==> config.mk <==
export PLATFORM = sky130hd
export DESIGN_NAME = countdown_timer_pool_top
export DESIGN_NICKNAME = d
export VERILOG_FILES = /design/src/rtl/cdtp_pkg.sv /design/src/rtl/countdown_timer_pool_top.sv
export SDC_FILE = /design/constraint.sdc
export NUM_CORES = 1
export LEC_CHECK = 0
export BUFFER_PORTS_ARGS = -buffer_cell sky130_fd_sc_hd__buf_2
export CORE_UTILIZATION = 34
export CTS_CLUSTER_DIAMETER = 200
export CTS_CLUSTER_SIZE = 16
export DETAILED_ROUTE_END_ITERATION = 12
export SLEW_MARGIN = 20
export SYNTH_ARGS = -nofsm -noshare
export SYNTH_HDL_FRONTEND = slang
export SYNTH_SLANG_ARGS = --single-unit
==> constraint.sdc <==
create_clock -name clk -period 5.2 [get_ports clk]
set_clock_uncertainty 0.2 [all_clocks]
set_input_delay 0.52 -clock clk [delete_from_list [all_inputs] [get_ports clk]]
set_output_delay 0.52 -clock clk [all_outputs]
set_load 0.02 [all_outputs]
==> src/rtl/cdtp_pkg.sv <==
// Package for the countdown timer pool: request codes, sequencer states,
// widths and constants. No dependencies.
package cdtp_pkg;

	localparam int DEF_NUM_TIMERS = 4;
	localparam int MAX_NUM_TIMERS = 16;

	localparam int REQ_W   = 2;
	localparam int SLOT_W  = 4;
	localparam int COUNT_W = 16;

	// stream word widths, padded to whole bytes
	localparam int S_DATA_W = 24;
	localparam int M_DATA_W = 24;

	localparam logic [COUNT_W-1:0] COUNT_NONE = 16'hffff;

	typedef enum logic [REQ_W-1:0] {
		REQ_TICK    = 2'd0,
		REQ_ALLOC   = 2'd1,
		REQ_RELEASE = 2'd2,
		REQ_READ    = 2'd3
	} req_t;

	typedef enum logic [1:0] {
		ST_IDLE,    // waiting for a request word
		ST_WALK,    // tick / allocate: one slot per cycle
		ST_SINGLE,  // release / read: one addressed slot
		ST_DONE     // result ready, waiting for the output register
	} state_t;

endpackage

==> src/rtl/countdown_timer_pool_top.sv <==
// Countdown timer pool, top level: request sequencer, slot storage and the
// shared slot read / decrement unit. Depends on cdtp_pkg.
//
// A pool of NUM_TIMERS one-shot millisecond countdown timers driven by one
// request word at a time (tick, allocate, release, read count); every request
// gives exactly one result word. The block holds one request at a time:
// s_axis_tready is high only while the sequencer is idle. A single slot port
// (one count read mux, one decrementer / zero compare, one write port) is
// walked over the slots, one slot per cycle: a tick walks every slot, an
// allocate stops at the first idle slot, and a release or read touches only
// the addressed slot. Results go into an output register, so a new request
// is taken while the previous result still waits on m_axis_tready; a second
// result waits in the sequencer until that register frees. Reset clears all
// slots to idle with count zero.
module countdown_timer_pool_top #(
	parameter int NUM_TIMERS = cdtp_pkg::DEF_NUM_TIMERS  // 1 .. 16
) (
	input  logic                          clk,
	input  logic                          arst_n,
	input  logic                          s_axis_tvalid,
	output logic                          s_axis_tready,
	// [1:0] req_type, [5:2] slot_index, [21:6] load_count, [23:22] zero
	input  logic [cdtp_pkg::S_DATA_W-1:0] s_axis_tdata,
	output logic                          m_axis_tvalid,
	input  logic                          m_axis_tready,
	// [3:0] granted_slot, [19:4] count_value, [20] failed, [23:21] zero
	output logic [cdtp_pkg::M_DATA_W-1:0] m_axis_tdata
);
	import cdtp_pkg::*;

	// slot address width; at least one bit so a single-timer pool still builds
	localparam int IDX_W = (NUM_TIMERS > 1) ? $clog2(NUM_TIMERS) : 1;
	localparam logic [IDX_W-1:0]  LAST_IDX = IDX_W'(NUM_TIMERS - 1);
	localparam logic [SLOT_W:0]   NUM_EXT  = (SLOT_W + 1)'(NUM_TIMERS);

	// request latched at accept
	req_t               req_q;
	logic [SLOT_W-1:0]  idx_q;
	logic [COUNT_W-1:0] load_q;

	// slot storage
	logic [NUM_TIMERS-1:0] busy_q;
	logic [COUNT_W-1:0]    cnt_q [NUM_TIMERS];

	// sequencer
	state_t           state_q, state_d;
	logic [IDX_W-1:0] walk_q, walk_d;

	// pending result
	logic [SLOT_W-1:0]  res_slot_q, res_slot_d;
	logic [COUNT_W-1:0] res_cnt_q, res_cnt_d;
	logic               res_fail_q, res_fail_d;
	logic               res_ld;

	// output register
	logic                m_valid_q;
	logic [M_DATA_W-1:0] m_data_q;
	logic                out_ld;

	// slot write port
	logic               wr_en;
	logic               wr_busy;
	logic [COUNT_W-1:0] wr_cnt;

	// shared slot unit: one read, one decrement, one zero compare
	logic [IDX_W-1:0]   rd_idx;
	logic               rd_busy;
	logic [COUNT_W-1:0] rd_cnt;
	logic [COUNT_W-1:0] rd_dec;
	logic               rd_zero;
	logic               idx_ok;
	logic               in_acc;

	assign in_acc  = s_axis_tvalid && s_axis_tready;
	assign idx_ok  = ({1'b0, idx_q} < NUM_EXT);
	assign rd_idx  = (state_q == ST_WALK) ? walk_q : idx_q[IDX_W-1:0];
	assign rd_busy = busy_q[rd_idx];
	assign rd_cnt  = cnt_q[rd_idx];
	assign rd_dec  = rd_cnt - 1'b1;
	assign rd_zero = (rd_cnt == '0);

	always_ff @(posedge clk or negedge arst_n) begin
		if (!arst_n) begin
			state_q <= ST_IDLE;
		end else begin
			state_q <= state_d;
		end
	end

	always_comb begin
		state_d       = state_q;
		walk_d        = walk_q;
		s_axis_tready = 1'b0;
		wr_en         = 1'b0;
		wr_busy       = 1'b0;
		wr_cnt        = '0;
		res_ld        = 1'b0;
		res_slot_d    = '0;
		res_cnt_d     = '0;
		res_fail_d    = 1'b0;
		out_ld        = 1'b0;
		case (state_q)
			ST_IDLE: begin
				s_axis_tready = 1'b1;
				walk_d        = '0;
				if (s_axis_tvalid) begin
					if (req_t'(s_axis_tdata[1:0]) == REQ_TICK ||
					    req_t'(s_axis_tdata[1:0]) == REQ_ALLOC) begin
						state_d = ST_WALK;
					end else begin
						state_d = ST_SINGLE;
					end
				end
			end
			ST_WALK: begin
				if (req_q == REQ_TICK) begin
					// saturating decrement of busy slots
					if (rd_busy && !rd_zero) begin
						wr_en   = 1'b1;
						wr_busy = 1'b1;
						wr_cnt  = rd_dec;
					end
					if (walk_q == LAST_IDX) begin
						res_ld  = 1'b1;
						state_d = ST_DONE;
					end else begin
						walk_d = walk_q + 1'b1;
					end
				end else begin
					// allocate: first idle slot wins
					if (!rd_busy) begin
						wr_en      = 1'b1;
						wr_busy    = 1'b1;
						wr_cnt     = load_q;
						res_ld     = 1'b1;
						res_slot_d = SLOT_W'(walk_q);
						state_d    = ST_DONE;
					end else if (walk_q == LAST_IDX) begin
						res_ld     = 1'b1;
						res_fail_d = 1'b1;
						state_d    = ST_DONE;
					end else begin
						walk_d = walk_q + 1'b1;
					end
				end
			end
			ST_SINGLE: begin
				res_ld  = 1'b1;
				state_d = ST_DONE;
				if (req_q == REQ_RELEASE) begin
					wr_en = idx_ok;
				end else begin
					res_cnt_d = (idx_ok && rd_busy) ? rd_cnt : COUNT_NONE;
				end
			end
			ST_DONE: begin
				if (!m_valid_q || m_axis_tready) begin
					out_ld  = 1'b1;
					state_d = ST_IDLE;
				end
			end
			default: begin
				state_d = ST_IDLE;
			end
		endcase
	end

	// request capture and walk index
	always_ff @(posedge clk) begin
		if (in_acc) begin
			req_q  <= req_t'(s_axis_tdata[1:0]);
			idx_q  <= s_axis_tdata[5:2];
			load_q <= s_axis_tdata[21:6];
		end
		walk_q <= walk_d;
	end

	// slot storage, one write per cycle at rd_idx
	always_ff @(posedge clk or negedge arst_n) begin
		if (!arst_n) begin
			busy_q <= '0;
			for (int i = 0; i < NUM_TIMERS; i++) begin
				cnt_q[i] <= '0;
			end
		end else if (wr_en) begin
			busy_q[rd_idx] <= wr_busy;
			cnt_q[rd_idx]  <= wr_cnt;
		end
	end

	// pending result
	always_ff @(posedge clk) begin
		if (res_ld) begin
			res_slot_q <= res_slot_d;
			res_cnt_q  <= res_cnt_d;
			res_fail_q <= res_fail_d;
		end
	end

	// output register
	always_ff @(posedge clk or negedge arst_n) begin
		if (!arst_n) begin
			m_valid_q <= 1'b0;
		end else if (out_ld) begin
			m_valid_q <= 1'b1;
		end else if (m_axis_tready) begin
			m_valid_q <= 1'b0;
		end
	end

	always_ff @(posedge clk) begin
		if (out_ld) begin
			m_data_q <= {3'b000, res_fail_q, res_cnt_q, res_slot_q};
		end
	end

	assign m_axis_tvalid = m_valid_q;
	assign m_axis_tdata  = m_data_q;

endmodule

==> flow_summary.ini <==
[floorplanning]
dieArea_sq_um = 18600
fp.dieW_um = 136
row_count = 48
core_area_sq_um = 17500
start_util_pct = 35.1
die_h_um = 136
ioPinCount = 54

[sta]
hold_slack_ps = 69.5
hold_viol = 0
max_slew_margin_pct = 38.0
post-route-period-util_pct = 89.7
worst_slew_pin_slew_ps = 930
rsz0062_at_grt = false
setup_viol = 0
finalMaxSlewViolations = 0
layout_min_cycle_time_ps = 4670
fmax_ghz = 0.214
setup-tns-final_ps = 0

[worst_hold_path]
hp-start = s_axis_tdata[21]
holdPathStages = 1
holdPathEnd = load_q[15]
hp-class = primary input to register

[global_route]
grt_max_degree = 72
antenna_found_initial = 0
first_global_vias = 4015
grt.total_usage_pct = 16.0
grt_overflow = 0
grt_pass1_wl_mm = 21.7

[detailed_routing]
post_drt_wl_per_cell_um = 18.1
firstDrtPassIters = 5
wirelength_mm = 13.6
drc = 0
final_antenna_net_count = 0
drt-initial-drc-count = 224
via_per_inst = 5.20
dr_total_vias = 3923

[outcome]
outcome = completed

[logic_synthesis]
syn-instance-count = 459
ys_top_cells_by_count = dfrtp_1, edfxtp_1, nor2_1
synth-seq-area-share_pct = 59.2
synthTopCellsByArea = edfxtp_1, dfrtp_1, mux2_2
synth-seq-cells = 133
async_reset_ff_share_pct = 53.4
synth_edf_count = 62
yosys_warnings = 0
synth.most_common_cell = dfrtp_1
ys_types = 57
synth.largest_area_cell = edfxtp_1
avgSynthCellArea_sq_um = 13.4
synth_area_sq_um = 6140
synth_ff_type = dfrtp_1
synth_top_area_share_pct = 30.3

[pwr]
ir_worst_vdd_mv = 0.267
power.density_nw_per_um2 = 724
leakagePower_nw = 3.04

[cells_and_area]
area_growth_pct = 18.6
fillers = 1599
final_nets = 549
diodes = 0
final_core_util_pct = 41.7
stdcell_count = 754
drive_gt1_share_pct = 29.3

[setup_path]
start_kind = register
r2r_setup_slack_ps = 530
r2r_end = cnt_q[3]
cp.buffers_inverters = 2
crit_top_cell = mux2_2
slowest_stage = or4_1
crit_type = register to register
timing.rr.start = state_q[1]
crit_path_max_incr_delay_ps = 860
cp.arrival_ps = 4770
path_cells = inv_1 > ha_1 > buf_4 > mux2_2 > mux4_2 > nor4_4 > nand4_1 > or4_1 > nand2_4 > mux2_2
cp_max_fo = 21
critPathTopFamily = simple AND/OR/NAND/NOR gates
end_kind = register
crit_required_ps = 5300
reg2reg_depth = 10

[clock_network]
cts_made_buffers = 17
path_clk_slew_ps = 60
htreeDepth = 4
clk_path_buf_depth = 2
cts_hold_buffers = 0
cts.sinks = 133
cts_tree = done
post_cts_resized = 0
post_cts.repair.setup_buffers = 0
cts_root_buffer = clkbuf_16
clock_latency_ps = 430

[place]
dp.cells = 722
finalWeightedCongestion = 0.818
hpwl_mm = 9.24
port_buffers = 46

[run]
drv_cap = 0
-- report_power, final --
part	switching, W	internal [W]
clock network	0.000448	0.000890
registers	0.000178	0.00157
logic	0.00131	0.000871
total	0.00194	0.00333
-- area by class of cell --
type	count	area (sq um)	share of cell area [%]
Clock inverter	12	198	2.71
Timing Repair Buffer	60	335	4.60
Tap cell	225	282	3.87
Multi-Input combinational cell	293	2320	31.9
Clock buffer	20	468	6.43
Inverter	11	41.3	0.567
Sequential cell	133	3640	50.0
-- per-stage QoR --
stage,area (sq um),worst slack (ps),total power (W)
5_1_grt,7280,393,0.00557
2_1_floorplan,6160,964,0.00332
3_3_place_gp,6610,665,0.00387
4_1_cts,7280,541,0.00530
6_report,7280,533,0.00527
3_5_place_dp,6610,555,0.00394
-- worst register-to-register path, stage by stage (launching register included) --
cell     delay (ps)
dfrtp_1         420
inv_1           100
ha_1            290
buf_4           220
mux2_2          590
mux4_2          530
nor4_4          340
nand4_1         230
or4_1           860
nand2_4         380
mux2_2          380
-- cell families after synthesis --
logic type / after synthesis / share of synthesized area (%)
flip-flops: 133 / 59.2
AND/OR/NAND/NOR: 129 / 10.6
AO/OA/AOI/OAI: 85 / 10.4
multiplexers: 62 / 14.2
buffers and inverters: 37 / 3.59
XOR/XNOR: 7 / 0.998
adder cells (fa/ha/maj): 5 / 1.02
other: 1 / 0.0611
-- per-layer routing --
metal | GRT usage, % | routed length [um] | up-vias
met5 | 0 | 0 | -
li1 | - | - | 1830
met2 | 25.8 | 6720 | 121
met4 | 6.23 | 218 | 0
met3 | 4.55 | 668 | 18
met1 | 20.3 | 6020 | 1954
-- how the worst max path moves through the flow --
stage / cells after the start / start / end / slack, ps
after floorplan: 15 / state_q[1] / cnt_q[44] / 960
after global placement: 10 / state_q[1] / cnt_q[5] / 660
after detailed placement: 10 / state_q[1] / cnt_q[20] / 560
after CTS: 10 / state_q[1] / cnt_q[20] / 540
after global routing: 10 / state_q[1] / cnt_q[18] / 390
final: 10 / state_q[1] / cnt_q[3] / 530
-- registers in the layout, summed over array words and instances, names as in the netlist --
signal         cells
walk_q             2
state_q            2
busy_q             4
idx_q              4
res_slot_q         2
res_cnt_q         16
cnt_q             64
m_axis_tdata      19
req_q              2
res_fail_q         1
m_axis_tvalid      1
load_q            16
-- placed cells by master (no fill, tap or decap), types with 12 or more instances in the layout --
cell type	netlist	routed
dfrtp_1	71	71
edfxtp_1	62	62
nor2_1	55	54
buf_2	5	46
mux2_2	32	32
o2bb2ai_1	23	23
nand2_1	20	20
clkbuf_16	0	18
a21oi_1	16	16
mux4_2	15	15
nand3_1	15	15
buf_4	5	14
mux2i_1	12	12
a22o_1	12	12
(Power assumes the default switching activity.)
